--- src/rtl/bsc_ram.sv ---
module bsc_ram #(
  parameter int unsigned WIDTH = 8,
  parameter int unsigned DEPTH = 512,
  localparam int unsigned AW   = (DEPTH > 1) ? $clog2(DEPTH) : 1
) (
  input  logic             clk_i,
  input  logic             we_i,
  input  logic [AW-1:0]    waddr_i,
  input  logic [WIDTH-1:0] wdata_i,
  input  logic             re_i,
  input  logic [AW-1:0]    raddr_i,
  output logic [WIDTH-1:0] rdata_o
);

  logic [WIDTH-1:0] mem_q [DEPTH];
  logic [WIDTH-1:0] rdata_q;

  always_ff @(posedge clk_i) begin
    if (we_i) begin
      mem_q[waddr_i] <= wdata_i;
    end
    if (re_i) begin
      rdata_q <= mem_q[raddr_i];
    end
  end

  assign rdata_o = rdata_q;

endmodule

--- config.mk ---
export PLATFORM = sky130hd
export DESIGN_NAME = bsc_ram
export DESIGN_NICKNAME = d
export VERILOG_FILES = /design/src/rtl/bsc_ram.sv
export SDC_FILE = /design/constraint.sdc
export NUM_CORES = 2
export LEC_CHECK = 0
export BUFFER_PORTS_ARGS = -buffer_cell sky130_fd_sc_hd__buf_2
export CELL_PAD_IN_SITES_DETAIL_PLACEMENT = 0
export CELL_PAD_IN_SITES_GLOBAL_PLACEMENT = 1
export CORE_MARGIN = 5
export CORE_UTILIZATION = 40
export DETAILED_ROUTE_END_ITERATION = 16
export PLACE_DENSITY = 0.57
export SYNTH_ARGS = -nofsm -noshare
export SYNTH_HDL_FRONTEND = slang
export SYNTH_SLANG_ARGS = --single-unit
--- constraint.sdc ---
create_clock -name clk_i -period 2.4 [get_ports clk_i]
set_input_delay 0 -clock clk_i [delete_from_list [all_inputs] [get_ports clk_i]]
set_output_delay 0 -clock clk_i [all_outputs]
set_load 0.005 [all_outputs]
==> qor.yml <==
timing:
  whs_ps: 71.6
  final.setup.tns_ps: -120
  relSlewSlack_pct: 32.7
  fmax_mhz: 399
  fin_ws_ps: -105
  post-route-period-util_pct: 104
  slew_viol_final: 0
  tightest_slew_ps: 1010
  post-route-min-period_ps: 2500
  finalHoldViolCount: 0
  fin_skew_ps: 85.3
  rsz0062_at_grt: "true"
  setup_viol: 2
critical_path:
  cp_slowest_cell: "nor4_2"
  critical_path_depth: 9
  critPathKind: "register to register"
  reg2reg_depth: 9
  path_cells: "mux2i_2 > o221ai_2 > buf_4 > a21oi_4 > nor4_4 > nand4_1 > nor4_2 > buf_4 > o2111a_1"
  reg2reg_from: "mem_q[40][3]$_DFFE_PP_"
  cp_num_buf_inv: 2
  worstSetupStartpoint: "mem_q[40][3]$_DFFE_PP_"
  crit_fanout: 2
  critPathMaxStageDelay_ps: 420
  crit_path_start_kind: "register"
  required_ps: 3270
  end_kind: "register"
  cpMostUsedCell: "buf_4"
  cp.arrival_ps: 3370
  crit_family: "simple AND/OR/NAND/NOR gates"
yosys:
  synth-seq-cells: 4104
  synthArstFlopShare_pct: 0
  synth_top_family_by_area: "multiplexers"
  syn_nets: 8059
  ys_top_cells_by_count: "4104 x edfxtp_1, 797 x mux2i_1, 654 x mux4_2"
  seq_area_frac_synth_pct: 77.0
  syn-instance-count: 8030
  synthTopCellsByArea: "edfxtp_1 77%, mux4_2 9.2%, mux2i_1 5.0%"
  synth_edf_count: 4104
  synth-simple-area-share_pct: 2.63
  synth_most_common_cell: "edfxtp_1"
  netlist.area_leader.share_pct: 77.0
  synth_ff_type: "edfxtp_1"
  syn-cell-area_mm2: 0.160
  synthXorXnorAreaFrac_pct: 0
  post_synth_num_cell_types: 50
  synthAdderAreaFrac_pct: 0
  yosysTopAreaCell: "edfxtp_1"
  synthMuxAreaShare_pct: 14.2
  ys.warnings.count: 0
  avgSynthCellArea_um2: 19.9
  synth_compound_area_share_pct: 4.31
place:
  gp_congestion: 0.849
  post-place-ws_ps: -1420
  dpl.hpwl_mm: 310
  dpl_cell_area_mm2: 0.179
  port_buffers: 36
detailed_routing:
  drt_iter0_drc: 8406
  final_antenna_net_count: 0
  dr.pass1.iters: 6
  wl_per_cell_um: 30.4
  viasPerCell: 5.62
  routed_wl_mm: 465
  via_count: 86000
  drc: 0
power:
  max-vdd-ir-drop_v: 0.000696
  clkPwrFrac_pct: 43.3
  p_sw_share_pct: 21.8
  power_switching_uw: 33900
  internal_power_uw: 121000
  leakage_uw: 0.0649
  powerDensity_mw_per_mm2: 797
  p_comb_share_pct: 5.8
  seqPwrFrac_pct: 50.9
floorplanning:
  start_util_pct: 40.1
  coreArea_mm2: 0.399
  die_h_um: 642
  dieArea_mm2: 0.413
  io-pin-count: 37
  die_width_um: 642
  rows: 232
final_layout:
  drive_gt1_share_pct: 31.2
  nNetsFinal: 9687
  n_fill_cell: 33000
  final_cell_area_mm2: 0.195
  synthToLayoutAreaGrowth_pct: 21.7
global_route:
  grt_usage_pct: 22.1
  grt_start_max_net_pins: 128
  grt_pass1_vias: 87600
  grt_overflow: 0
  grt_pass1_wl_mm: 662
  antenna_found_initial: 21
flow_run:
  drv_cap: 0
clock_tree:
  clkTransAtPathRegs_ps: 60
  numCtsBuffers: 435
  cts.sinks: 4104
  cts_tree: "yes"
  clockBufferDepth: 4
  clkLatencyLatePin_ps: 1000
  h-tree-depth: 5
  ctsRootBufferMaster: "clkbuf_16"
hold_path:
  hold_class: "primary input to register"
  hp-start: "wdata_i[5]"
  whs_path_depth: 2
status:
  status: "finished with violations"
  violations: "setup timing"
per-layer routing:
layer / up-vias / routed length (um) / GRT usage, %
met5: - / 27 / 0
met4: 4 / 12300 / 5.35
met3: 618 / 27400 / 3.10
met2: 2880 / 227000 / 36.4
met1: 45800 / 198000 / 31.1
li1: 36800 / - / -
per-stage QoR:
step / power, uW / utilization, % / cells
floorplan: 84300 / - / 8030
global placement: 89300 / 44.9 / 14500
detailed placement: 89400 / 44.9 / 14500
CTS: 157000 / 48.7 / 15300
global route: 160000 / 48.8 / 15300
finish: 155000 / 48.8 / 15300
area by class of cell:
cell class | count | area (um2) | area share, %
flip-flops and latches | 4104 | 123000 | 63.3
multi-input cells | 3410 | 35100 | 18.0
repair buffers | 1704 | 15600 | 8.01
clock buffers | 530 | 11300 | 5.78
well taps | 5265 | 6590 | 3.38
clock inverters | 278 | 3010 | 1.54
inverters | 3 | 18.8 | 0.00963
diodes | 6 | 15.0 | 0.00771
worst register-to-register path: cells and delay by family (launching register included):
family | cells | cell delay, ps
buf+inv | 2 | 350
mux | 1 | 80
simple gates | 3 | 1110
compound gates | 3 | 500
flops | 1 | 340
what timing repair did:
action | CTS | global route
endpoints found under the setup margin | 8 | 11
resized for setup | 118 | 100
endpoints found under the hold margin | 4571 | 0
setup buffers | 4 | 3
hold buffers | 27 | 0
pin swaps | 40 | 36
power groups by stage:
stage | clock [uW] | sequential [uW] | combinational, uW
final | 67200 | 79000 | 8980
after global routing | 71600 | 79000 | 9430
after CTS | 68500 | 79000 | 9000
after detailed placement | 0 | 80500 | 8830
after global placement | 0 | 80500 | 8740
after floorplan | 0 | 80500 | 3760
sequential cells by signal, summed over array words and instances (netlist names):
name     count
rdata_o      8
mem_q     4096
cells by family after synthesis:
family / count (synthesis)
compound gates: 979
buf+inv: 516
mux: 1451
flops: 4104
simple gates: 980
cell usage in the layout (no fill, tap or decap), types with 10 or more instances in the layout:
cell type	synthesis	final
o221ai_2	1	45
dlygate4sd3_1	0	26
clkbuf_1	265	94
o22ai_1	163	144
clkbuf_16	0	436
clkinv_1	0	107
nor3_1	109	99
and2_1	20	18
mux4_2	654	654
nor4_1	36	14
clkinvlp_4	0	17
o22ai_2	0	17
a21oi_2	0	18
inv_6	0	11
a22oi_1	61	58
buf_2	57	24
nor4_4	0	11
buf_4	70	1421
nand2_1	111	95
nor2_1	597	594
mux2i_1	797	788
a211oi_1	17	17
o21ai_0	118	89
nand4_1	32	32
buf_8	11	10
nor4_2	0	11
o221ai_1	371	327
nand3_1	36	32
o31ai_1	13	10
nand2_4	0	12
bufinv_16	0	50
a21oi_1	194	171
clkinv_2	0	67
edfxtp_1	4104	4104
buf_12	5	216
o21ai_1	1	17
worst paths after layout:
check                                          endpoint  slack (ps)
worst max-delay path               rdata_o[3]$_DFFE_PP_        -100
worst min-delay path            mem_q[309][5]$_DFFE_PP_          70
worst max register to register     rdata_o[3]$_DFFE_PP_        -100
worst min register to register     rdata_o[0]$_DFFE_PP_        1260
(Power assumes the default switching activity.)
