File: config.mk
export PLATFORM = sky130hd
export DESIGN_NAME = bsc_cell
export DESIGN_NICKNAME = d
export VERILOG_FILES = /design/src/rtl/bsc_pkg.sv /design/src/rtl/bsc_cell.sv
export SDC_FILE = /design/constraint.sdc
export NUM_CORES = 1
export LEC_CHECK = 0
export BUFFER_PORTS_ARGS = -buffer_cell sky130_fd_sc_hd__buf_2
export CORE_AREA = 2 2 100 102
export CTS_CLUSTER_SIZE = 20
export DETAILED_ROUTE_END_ITERATION = 10
export DIE_AREA = 0 0 102 104
export HOLD_SLACK_MARGIN = 0.03
export PLACE_DENSITY = 0.78
export SLEW_MARGIN = 20
export SYNTH_ARGS = -nofsm -noshare
export SYNTH_HDL_FRONTEND = slang
export SYNTH_SLANG_ARGS = --single-unit
File: constraint.sdc
create_clock -name clk_i -period 1.7 [get_ports clk_i]
set_input_delay 0 -clock clk_i [delete_from_list [all_inputs] [get_ports clk_i]]
set_output_delay 0 -clock clk_i [all_outputs]
set_load 0.05 [all_outputs]
File: src/rtl/bsc_pkg.sv
package bsc_pkg;

  localparam int unsigned MaxNetworksDef   = 16;
  localparam int unsigned MaxFrameBytesDef = 4095;
  localparam int unsigned SsidFieldBytes   = 33;
  localparam int unsigned SsidSlot         = 32;
  localparam int unsigned BodyStart        = 36;

  typedef enum logic [1:0] {
    OP_BYTE  = 2'd0,
    OP_CLEAR = 2'd1,
    OP_READ  = 2'd2,
    OP_NONE  = 2'd3
  } op_e;

  typedef enum logic [2:0] {
    STS_IGNORED  = 3'd0,
    STS_UPDATED  = 3'd1,
    STS_INSERTED = 3'd2,
    STS_FULL     = 3'd3,
    STS_READ     = 3'd4,
    STS_EMPTY    = 3'd5
  } status_e;

  localparam logic [1:0] SEC_OPEN = 2'd0;
  localparam logic [1:0] SEC_WPA  = 2'd1;
  localparam logic [1:0] SEC_WPA2 = 2'd2;

  localparam logic [7:0] EID_SSID    = 8'd0;
  localparam logic [7:0] EID_CHANNEL = 8'd3;
  localparam logic [7:0] EID_RSN     = 8'd48;
  localparam logic [7:0] EID_VENDOR  = 8'd221;

  localparam logic [7:0] OUI_0    = 8'h00;
  localparam logic [7:0] OUI_1    = 8'h50;
  localparam logic [7:0] OUI_2    = 8'hF2;
  localparam logic [7:0] OUI_TYPE = 8'h01;

  localparam logic [3:0] SUB_BEACON = 4'd8;
  localparam logic [3:0] SUB_PRESP  = 4'd5;

  typedef struct packed {
    logic [47:0] bssid;
    logic [7:0]  channel;
    logic [1:0]  security;
    logic [5:0]  name_len;
  } bsc_entry_t;

  typedef struct packed {
    logic valid;
    logic write_entry;
    logic write_chan;
    logic pick;
  } bsc_cell_ctrl_t;

  typedef struct packed {
    logic        pos_ok;
    logic [7:0]  fc;
    logic [47:0] bssid;
    logic [5:0]  name_len;
    logic [7:0]  channel;
    logic [1:0]  security;
  } bsc_frame_t;

endpackage

File: src/rtl/bsc_cell.sv
module bsc_cell #(
  parameter int unsigned IDX_W = 4,
  parameter int unsigned IDX   = 0
) (
  input  logic                   clk_i,
  input  bsc_pkg::bsc_cell_ctrl_t ctrl_i,
  input  bsc_pkg::bsc_entry_t    wr_i,
  input  logic [47:0]            key_i,
  input  logic                   hit_i,
  input  bsc_pkg::bsc_entry_t    entry_i,
  input  logic [IDX_W-1:0]       idx_i,
  output logic                   hit_o,
  output logic                   first_o,
  output bsc_pkg::bsc_entry_t    entry_o,
  output logic [IDX_W-1:0]       idx_o
);
  import bsc_pkg::*;

  bsc_entry_t ent_q;
  logic       match;

  always_ff @(posedge clk_i) begin
    if (ctrl_i.write_entry) begin
      ent_q <= wr_i;
    end else if (ctrl_i.write_chan) begin
      ent_q.channel <= wr_i.channel;
    end
  end

  // earliest matching cell wins, as in a linear search
  assign match   = ctrl_i.valid && (ent_q.bssid == key_i);
  assign first_o = match && !hit_i;
  assign hit_o   = hit_i || match;
  assign entry_o = ctrl_i.pick ? (entry_i | ent_q) : entry_i;
  assign idx_o   = ctrl_i.pick ? (idx_i | IDX_W'(IDX)) : idx_i;

endmodule

==> impl_metrics.toml <==
[power]
total_power_uw = 4260
power.density_mw_per_mm2 = 806
p_leak_uw = 0.00251
ir_worst_vdd_mv = 0.513

[timing]
rsz0062_at_grt = "yes"
slew_violations = 0
hold_viol_final = 0
max_clock_freq_ghz = 0.484
tightest_slew_ns = 0.512
slew_headroom_pct = 65.8
setup-violations-final = 2
fin_crit_sh_pct = 121
setup_slack_ns = -0.365
period_needed_ns = 2.07

[synthesis]
async_flop_share_pct = 0
yosys.cell_count.top_type = "edfxtp_1"
synth_seq_area_share_pct = 63.9
synth_top_cell_by_area = "edfxtp_1"
synth_cell_type_count = 17
synth_common_cells = "edfxtp_1, a21o_1, xnor2_1, nand4_1, buf_1"
ys.flop_type = "edfxtp_1"
yosysWarnings = 0
synth_edf_count = 64
synthTopCellsByArea = "edfxtp_1, a21o_1, xnor2_1"
syn_nets = 395
syn_area_mm2 = 0.00301
ys_ff_latch = 64
avgSynthCellArea_um2 = 14.4
synthCells = 209
synth_top_area_share_pct = 63.9

[worst_setup_path]
start_kind = "flop"
crit_top_cell = "nand4_1"
critical_path_class = "reg2out"
path_cells = "xnor2_1 > nand4_1 > nor4_2 > buf_4 > nand4_1 > nor2_1 > buf_6"
crit_arrival_ns = 2.07
cp-startpoint = "ent_q[28]$_DFFE_PP_"
cp_max_fo = 2
endpoint_kind = "output port"
setup.worst_path.end = "first_o"
cp_slowest_stage_delay_ns = 0.40
required_ns = 1.70
cp_slowest_cell = "edfxtp_1"

[clock_tree]
cts_setup_buffers = 0
cts_max_level = 3
cts.clk_slew.worst_paths_ns = 0.07
cts_tree = "done"
clock_path_buffers = 2
root_buffer = "clkbuf_8"
cts_buffers = 9
numClockSinks = 64

[drt]
dr.pass1.iters = 4
num_vias = 3072
vias_per_cell = 4.59
drtIter0Drc = 110
drt_wl_total_um = 10300
drc = 0
postRouteAntennaNets = 0
routedWlPerCell_um = 15.4

[grt]
grt_start_max_net_pins = 35
grt_pass1_wl_um = 15300
antenna_found_initial = 0
grt_usage_pct = 19.0
grt_overflow = 0
grt_pass1_vias = 3339

[die]
coreArea_mm2 = 0.00955
initial_core_util_pct = 31.5
die_y_um = 104
pin_count = 256
dieArea_mm2 = 0.0106
die_x_um = 102
row_count = 36

[cells_and_area]
regMostFlops = "ent_q"
largest_register_ffs = 64
nNetsFinal = 718
antenna_cells = 0
drive_gt1_share_pct = 50.8
n_fill_cell = 792
reg_top3 = "ent_q: 64 flops"
syn_to_final_growth_pct = 75.9

[status]
status = "finished, violations left"
failed_checks = "negative setup slack"

[place]
gp_congestion = 0.789
port_buffers = 247
place_hpwl_um = 7270
pre_cts_ws_ns = -0.286

[run]
max-cap-violations = 0

[worst_hold_path]
worstHoldPathType = "in2reg"
-- layout by cell type, fill, tap and decap left out --
cell and instances:
nor4_1 1, clkbuf_1 2, buf_6 2, buf_4 8, inv_1 1, o21ai_0 1
nand2b_1 2, nor2_1 1, or2_2 1, a21o_1 63, buf_2 245, edfxtp_1 64
xnor2_2 1, nor4_2 1, clkbuf_8 9, nand3_1 2, xnor2_1 44, nor4_4 1
clkinv_1 1, nor3_1 1, nand4_1 11, xor2_1 2, clkinv_2 4, a21o_2 1
dlygate4sd3_1 68
-- cells by family after synthesis --
kind of cell / count (synthesis) / synth area share (%)
compound gates: 65 / 16.2
xor+xnor: 47 / 13.7
buf+inv: 12 / 2.04
flops: 64 / 63.9
simple gates: 21 / 4.16
-- per-layer routing --
metal	part of all wire, %	up-vias	global-route usage, %
li1	-	1429	-
met1	35	1439	18.5
met2	53	185	36.3
met3	8.6	19	4.77
met4	2.5	0	8.95
met5	0	-	0
-- area by class of cell --
| class | count | area [µm²] | share of cell area [%] |
|---|---|---|---|
| timing repair buffer | 323 | 1990 | 37.6 |
| sequential | 64 | 1920 | 36.3 |
| multi-input combinational | 133 | 1050 | 19.9 |
| tap | 133 | 166 | 3.15 |
| clock buffer | 11 | 131 | 2.48 |
| clock inverter | 5 | 23.8 | 0.449 |
| inverter | 1 | 3.75 | 0.0710 |
-- repair_timing --
item	CTS	global route
setup endpoints to repair	2	2
hold endpoints to repair	68	0
gates resized for setup	7	1
hold buffers	68	0
pin swaps	2	1
-- stage by stage --
| stage | instances | utilization [%] | cell area [µm²] | hold slack [ns] | setup TNS, ns |
|---|---|---|---|---|---|
| 2_1_floorplan | 209 | - | 3010 | 0.0989 | 0 |
| 3_3_place_gp | 586 | 46.2 | 4410 | 0.000589 | -0.519 |
| 3_5_place_dp | 586 | 46.2 | 4410 | 0.000589 | -0.560 |
| 4_1_cts | 670 | 55.3 | 5280 | 0.111 | -0.877 |
| 5_1_grt | 670 | 55.4 | 5290 | 0.156 | -0.993 |
| 6_report | 670 | 55.4 | 5290 | 0.148 | -0.714 |
-- report_power, final --
group	internal (µW)	switching, µW
Sequential	1880	80.0
Combinational	498	704
Clock	515	580
Total	2900	1360
-- worst min path at each step --
stage | slack (ns) | end | from | depth (start not counted)
finish | 0.15 | ent_q[13]$_DFFE_PP_ | ctrl_i[1] | 2
global route | 0.16 | ent_q[12]$_DFFE_PP_ | ctrl_i[1] | 2
floorplan | 0.1 | ent_q[0]$_DFFE_PP_ | wr_i[0] | 0
CTS | 0.11 | ent_q[13]$_DFFE_PP_ | ctrl_i[1] | 2
detailed placement | 0.0006 | idx_o[0] | idx_i[0] | 0
global placement | 0.0006 | idx_o[0] | idx_i[0] | 0
-- worst max-delay path, delay by kind of cell (launching register included) --
family | cells | cell delay (ns)
DFF | 1 | 0.40
xor gates and xnor gates | 1 | 0.19
buffers and inverters | 2 | 0.34
and+or+nand+nor | 4 | 0.80
(Power assumes the default switching activity.)
