**config.mk**
```make
export PLATFORM = sky130hd
export DESIGN_NAME = bsc_parser
export DESIGN_NICKNAME = d
export VERILOG_FILES = /design/src/rtl/bsc_pkg.sv /design/src/rtl/bsc_parser.sv
export SDC_FILE = /design/constraint.sdc
export NUM_CORES = 1
export LEC_CHECK = 0
export BUFFER_PORTS_ARGS = -buffer_cell sky130_fd_sc_hd__buf_2
export CAP_MARGIN = 0
export CORE_MARGIN = 5
export CORE_UTILIZATION = 61
export DETAILED_ROUTE_END_ITERATION = 8
export PLACE_DENSITY = 0.79
export SLEW_MARGIN = 5
export SYNTH_ARGS = -nofsm -noshare
export SYNTH_HDL_FRONTEND = slang
export SYNTH_SLANG_ARGS = --single-unit
```
**constraint.sdc**
```tcl
create_clock -name clk_i -period 10.9 [get_ports clk_i]
set_input_delay 1.635 -clock clk_i [delete_from_list [all_inputs] [get_ports clk_i]]
set_output_delay 1.635 -clock clk_i [all_outputs]
set_load 0.01 [all_outputs]
```
**src/rtl/bsc_pkg.sv**
```systemverilog
package bsc_pkg;

  localparam int unsigned MaxNetworksDef   = 16;
  localparam int unsigned MaxFrameBytesDef = 4095;
  localparam int unsigned SsidFieldBytes   = 33;
  localparam int unsigned SsidSlot         = 32;
  localparam int unsigned BodyStart        = 36;

  typedef enum logic [1:0] {
    OP_BYTE  = 2'd0,
    OP_CLEAR = 2'd1,
    OP_READ  = 2'd2,
    OP_NONE  = 2'd3
  } op_e;

  typedef enum logic [2:0] {
    STS_IGNORED  = 3'd0,
    STS_UPDATED  = 3'd1,
    STS_INSERTED = 3'd2,
    STS_FULL     = 3'd3,
    STS_READ     = 3'd4,
    STS_EMPTY    = 3'd5
  } status_e;

  localparam logic [1:0] SEC_OPEN = 2'd0;
  localparam logic [1:0] SEC_WPA  = 2'd1;
  localparam logic [1:0] SEC_WPA2 = 2'd2;

  localparam logic [7:0] EID_SSID    = 8'd0;
  localparam logic [7:0] EID_CHANNEL = 8'd3;
  localparam logic [7:0] EID_RSN     = 8'd48;
  localparam logic [7:0] EID_VENDOR  = 8'd221;

  localparam logic [7:0] OUI_0    = 8'h00;
  localparam logic [7:0] OUI_1    = 8'h50;
  localparam logic [7:0] OUI_2    = 8'hF2;
  localparam logic [7:0] OUI_TYPE = 8'h01;

  localparam logic [3:0] SUB_BEACON = 4'd8;
  localparam logic [3:0] SUB_PRESP  = 4'd5;

  typedef struct packed {
    logic [47:0] bssid;
    logic [7:0]  channel;
    logic [1:0]  security;
    logic [5:0]  name_len;
  } bsc_entry_t;

  typedef struct packed {
    logic valid;
    logic write_entry;
    logic write_chan;
    logic pick;
  } bsc_cell_ctrl_t;

  typedef struct packed {
    logic        pos_ok;
    logic [7:0]  fc;
    logic [47:0] bssid;
    logic [5:0]  name_len;
    logic [7:0]  channel;
    logic [1:0]  security;
  } bsc_frame_t;

endpackage

```
**src/rtl/bsc_parser.sv**
```systemverilog
module bsc_parser #(
  parameter int unsigned MAX_FRAME_BYTES = bsc_pkg::MaxFrameBytesDef,
  localparam int unsigned PW = $clog2(MAX_FRAME_BYTES + 1)
) (
  input  logic                 clk_i,
  input  logic                 rst_ni,
  input  logic                 byte_vld_i,
  input  logic [7:0]           byte_i,
  input  logic                 restart_i,
  input  logic [4:0]           rd_idx_i,
  output bsc_pkg::bsc_frame_t  frame_o,
  output logic [7:0]           ssid_byte_o
);
  import bsc_pkg::*;

  typedef enum logic [2:0] {
    PH_ID   = 3'b001,
    PH_LEN  = 3'b010,
    PH_BODY = 3'b100
  } phase_e;

  logic [PW-1:0] pos_q, pos_d;
  logic [7:0]    fc_q, fc_d;
  logic [47:0]   bssid_q, bssid_d;
  phase_e        phase_q, phase_d;
  logic [7:0]    id_q, id_d, len_q, len_d, off_q, off_d;
  logic [5:0]    flen_q, flen_d;
  logic [7:0]    fchan_q, fchan_d, pchan_q, pchan_d;
  logic [1:0]    sec_q, sec_d;
  logic          oui_q, oui_d;
  logic [7:0]    pend_q [SsidSlot];
  logic [7:0]    pend_d [SsidSlot];
  logic [7:0]    found_q [SsidSlot];
  logic [7:0]    found_d [SsidSlot];
  logic          done;
  logic [7:0]    dlen;
  logic [7:0]    off_nx;

  always_comb begin
    pos_d   = pos_q;
    fc_d    = fc_q;
    bssid_d = bssid_q;
    phase_d = phase_q;
    id_d    = id_q;
    len_d   = len_q;
    off_d   = off_q;
    flen_d  = flen_q;
    fchan_d = fchan_q;
    pchan_d = pchan_q;
    sec_d   = sec_q;
    oui_d   = oui_q;
    pend_d  = pend_q;
    found_d = found_q;
    done    = 1'b0;
    dlen    = len_q;
    off_nx  = off_q + 8'd1;

    if (byte_vld_i && (pos_q < PW'(MAX_FRAME_BYTES))) begin
      pos_d = pos_q + PW'(1);
      if (pos_q == '0) begin
        fc_d = byte_i;
      end
      if ((pos_q >= PW'(16)) && (pos_q <= PW'(21))) begin
        bssid_d = {bssid_q[39:0], byte_i};
      end
      if (pos_q >= PW'(BodyStart)) begin
        case (phase_q)
          PH_ID: begin
            id_d    = byte_i;
            phase_d = PH_LEN;
          end
          PH_LEN: begin
            len_d = byte_i;
            off_d = 8'd0;
            oui_d = 1'b0;
            dlen  = byte_i;
            if (byte_i == 8'd0) begin
              done = 1'b1;
            end else begin
              phase_d = PH_BODY;
            end
          end
          PH_BODY: begin
            if ((id_q == EID_SSID) && (off_q < 8'(SsidSlot))) begin
              pend_d[off_q[4:0]] = byte_i;
            end
            if ((id_q == EID_CHANNEL) && (off_q == 8'd0)) begin
              pchan_d = byte_i;
            end
            if (id_q == EID_VENDOR) begin
              if (off_q == 8'd0) begin
                oui_d = (byte_i == OUI_0);
              end else if (off_q == 8'd1) begin
                oui_d = oui_q && (byte_i == OUI_1);
              end else if (off_q == 8'd2) begin
                oui_d = oui_q && (byte_i == OUI_2);
              end else if (off_q == 8'd3) begin
                oui_d = oui_q && (byte_i == OUI_TYPE);
              end
            end
            off_d = off_nx;
            done  = (off_nx == len_q);
          end
          default: phase_d = PH_ID;
        endcase
      end
    end

    if (done) begin
      phase_d = PH_ID;
      if ((id_d == EID_SSID) && (dlen <= 8'(SsidSlot))) begin
        found_d = pend_d;
        flen_d  = dlen[5:0];
      end else if ((id_d == EID_CHANNEL) && (dlen == 8'd1)) begin
        fchan_d = pchan_d;
      end else if (id_d == EID_RSN) begin
        sec_d = SEC_WPA2;
      end else if ((id_d == EID_VENDOR) && (dlen >= 8'd4) && oui_d) begin
        sec_d = SEC_WPA;
      end
    end

    if (restart_i) begin
      pos_d   = '0;
      fc_d    = 8'd0;
      bssid_d = 48'd0;
      phase_d = PH_ID;
      id_d    = 8'd0;
      len_d   = 8'd0;
      off_d   = 8'd0;
      flen_d  = 6'd0;
      fchan_d = 8'd0;
      pchan_d = 8'd0;
      sec_d   = SEC_OPEN;
      oui_d   = 1'b0;
    end
  end

  always_ff @(posedge clk_i or negedge rst_ni) begin
    if (!rst_ni) begin
      pos_q   <= '0;
      fc_q    <= 8'd0;
      bssid_q <= 48'd0;
      phase_q <= PH_ID;
      id_q    <= 8'd0;
      len_q   <= 8'd0;
      off_q   <= 8'd0;
      flen_q  <= 6'd0;
      fchan_q <= 8'd0;
      pchan_q <= 8'd0;
      sec_q   <= SEC_OPEN;
      oui_q   <= 1'b0;
    end else begin
      pos_q   <= pos_d;
      fc_q    <= fc_d;
      bssid_q <= bssid_d;
      phase_q <= phase_d;
      id_q    <= id_d;
      len_q   <= len_d;
      off_q   <= off_d;
      flen_q  <= flen_d;
      fchan_q <= fchan_d;
      pchan_q <= pchan_d;
      sec_q   <= sec_d;
      oui_q   <= oui_d;
    end
  end

  always_ff @(posedge clk_i) begin
    pend_q  <= pend_d;
    found_q <= found_d;
  end

  assign frame_o.pos_ok   = (pos_q >= PW'(BodyStart));
  assign frame_o.fc       = fc_q;
  assign frame_o.bssid    = bssid_q;
  assign frame_o.name_len = flen_q;
  assign frame_o.channel  = fchan_q;
  assign frame_o.security = sec_q;
  assign ssid_byte_o      = found_q[rd_idx_i];

endmodule

```
==> flow_summary.yaml <==
min_path:
  min_from: "pend_q[51]"
  hold_path.class: "flip-flop to flip-flop"
detailed_routing:
  route.detailed.drc: 0
  wl_mm: 51.86
  wl_per_cell_um: 23.12
  avgViaCountPerCell: 5.985
  drtAntennaViolNets: 0
  drt_pre_antenna_iters: 5
  vias: 13430
  drt-initial-drc-count: 1231
sta:
  fin_setup_tns_ns: 0
  rsz0062_at_grt: "false"
  setup_viol: 0
  max_slew_margin_pct: 18.53
  finalCritPeriodShare_pct: 56.23
  whs_ns: 0.4713
  hold_viol: 0
  skew_ns: 0.02237
  fmax_mhz: 163.2
  worstMarginPinSlew_ns: 1.222
  period_minus_slack_ns: 6.129
  slew_viol_final: 0
logic_synthesis:
  syn-cell-area_mm2: 0.02429
  synthCells: 1594
  yosys_most_used_dff: "edfxtp_1"
  synth_edf_count: 256
  ys_seq_area_share_pct: 65.12
  ys_warn_count: 0
  synth_top_area_share_pct: 31.65
  yosys-top-cells-area: "edfxtp_1 32%, dfxtp_1 21%, mux2_2 13%"
  synth_area_per_cell_um2: 15.24
  synth_cell_types: 64
  synth-async-reset-ratio_pct: 18.99
  synth_nets: 1618
  yosysTopAreaCell: "edfxtp_1"
  synth_seq_cells: 632
final_layout:
  layout_commonest_cell: "mux2_2"
  nFillCells: 2550
  nets: 1691
  syn2layout_area_growth_pct: 11.82
  fin_util_pct: 68.67
  design_area_mm2: 0.02716
  stdcell_count: 2243
  antenna_cells: 0
  drive_gt1_share_pct: 35.16
  final_cell_mix: "270 x mux2_2, 256 x edfxtp_1, 256 x dfxtp_1"
floorplan:
  core_area_mm2: 0.03955
  start_util_pct: 61.41
  num_rows: 73
  die_x_um: 209.5
  io_pins: 98
  dieArea_mm2: 0.04391
  die_height_um: 209.5
worst_setup_path:
  crit_start: "rd_idx_i[0]"
  start_kind: "input pin"
  crit_fanout: 33
  crit_buf_inv: 3
  crit_chain: "buf_4, buf_4, mux4_2, mux4_2, mux2_2, buf_2"
  worstSetupPathType: "input pin to output port"
  cpMaxStageDelayCell: "buf_4"
  crit_required_ns: 9.27
  crit_arrival_ns: 4.49
  rr_startpoint: "pos_q[0]"
  critical-path-top-delay-family: "multiplexers"
  cpPeakStageDelay_ns: 0.64
  worstSetupEndpointType: "output port"
clock_tree:
  cts_resized: 0
  clock-root-buffer: "clkbuf_16"
  post-cts-setup-buffers: 0
  clk_pin_slew_ns: 0.06
  cts_tree: "built"
  clkLatencyLatePin_ns: 0.61
  cts_buffers: 59
  clkSinkCount: 632
  cts_buffer_depth: 3
  postCtsHoldBufs: 0
  htreeDepth: 2
placed_design:
  routabilityCongestion: 0.8623
  io_buffers: 97
  post_dp_cell_area_mm2: 0.02515
  dp_hpwl_mm: 30.22
  dpl.cell_count: 2131
global_routing:
  grtUsageTotal_pct: 23.54
  overflow: 0
  grt_pass1_wl_mm: 80.52
  grt_antenna_before_repair: 0
  grt_max_degree: 200
  grt_pass1_vias: 13850
pwr:
  p_per_area_mw_per_mm2: 170.4
  ir_worst_vdd_v: 0.0001416
  p_leak_nw: 10.02
status:
  status: "complete, no violations"
flow_run:
  drv_cap: 0
cell type report:
type	count	area, um^2	area share (%)
flip-flops and latches	632	15820	58.24
well taps	525	656.9	2.419
repair buffers	104	558.0	2.055
inverters	7	26.28	0.09675
multi-input cells	863	8090	29.79
clock buffers	96	1832	6.745
clock inverters	16	178.9	0.6588
layer usage:
layer,track usage [%],routed length [um]
met5,0,0
met4,6.863,1220
met3,4.155,3177
met2,38.02,25020
met1,33.38,22450
sequential cells by signal (all words and copies together) (netlist names):
name	flops
found_q	256
pend_q	256
bssid_q	48
pos_q	12
fc_q	8
fchan_q	8
id_q	8
len_q	8
off_q	8
pchan_q	8
flen_q	6
phase_q	3
sec_q	2
oui_q	1
synthesized netlist by cell type (5+ instances only):
library cell	count
clkbuf_1	71
mux2_2	270
nor4_1	7
nor2_8	6
dfrtp_1	119
inv_1	7
nor2_4	26
or2_2	9
mux2i_1	32
nand2_1	130
ha_1	7
nor2_1	62
o31ai_1	8
nand3_1	15
nand3b_1	5
edfxtp_1	256
o21ai_0	15
and3_1	7
nand2b_1	6
mux4_2	80
or3_1	14
nor2b_1	8
a21oi_1	70
dfxtp_1	256
nand4_1	11
xor2_1	10
buf_1	14
xnor2_1	9
path summary, 6_finish.rpt:
check / end / slack, ns / depth (start not counted)
setup / recovery: ssid_byte_o[5] / 4.77 / 6
hold / removal: pend_q[51] / 0.47 / 1
setup reg to reg: found_q[119] / 6.79 / 7
hold reg to reg: pend_q[51] / 0.47 / 1
max in group asynchronous: fchan_q[6] / 8.49 / 2
min in group asynchronous: bssid_q[43] / 1.04 / 1
stage by stage:
step | total power [W] | setup WS (ns)
6_report | 0.004627 | 4.771
5_1_grt | 0.004769 | 4.553
4_1_cts | 0.004662 | 4.707
3_5_place_dp | 0.002592 | 4.710
3_3_place_gp | 0.002590 | 4.790
2_1_floorplan | 0.002557 | 1.809
power breakdown:
| group | switching, W | total, W | internal, W |
|---|---|---|---|
| registers | 0.00000267 | 0.00245 | 0.00245 |
| logic | 0.0000670 | 0.0000903 | 0.0000232 |
| clock network | 0.000863 | 0.00208 | 0.00122 |
cells by family (layout without fill, tap and decap cells):
family	Yosys count	after routing	synth area share, %
DFF	632	632	65.12
muxes	386	386	21.44
and+or+nand+nor	335	335	7.969
AOI/OAI and AO/OA	116	116	2.823
buffers and inverters	99	223	1.602
xor gates and xnor gates	19	19	0.6851
adders and majority gates	7	7	0.3606
(Power assumes the default switching activity.)
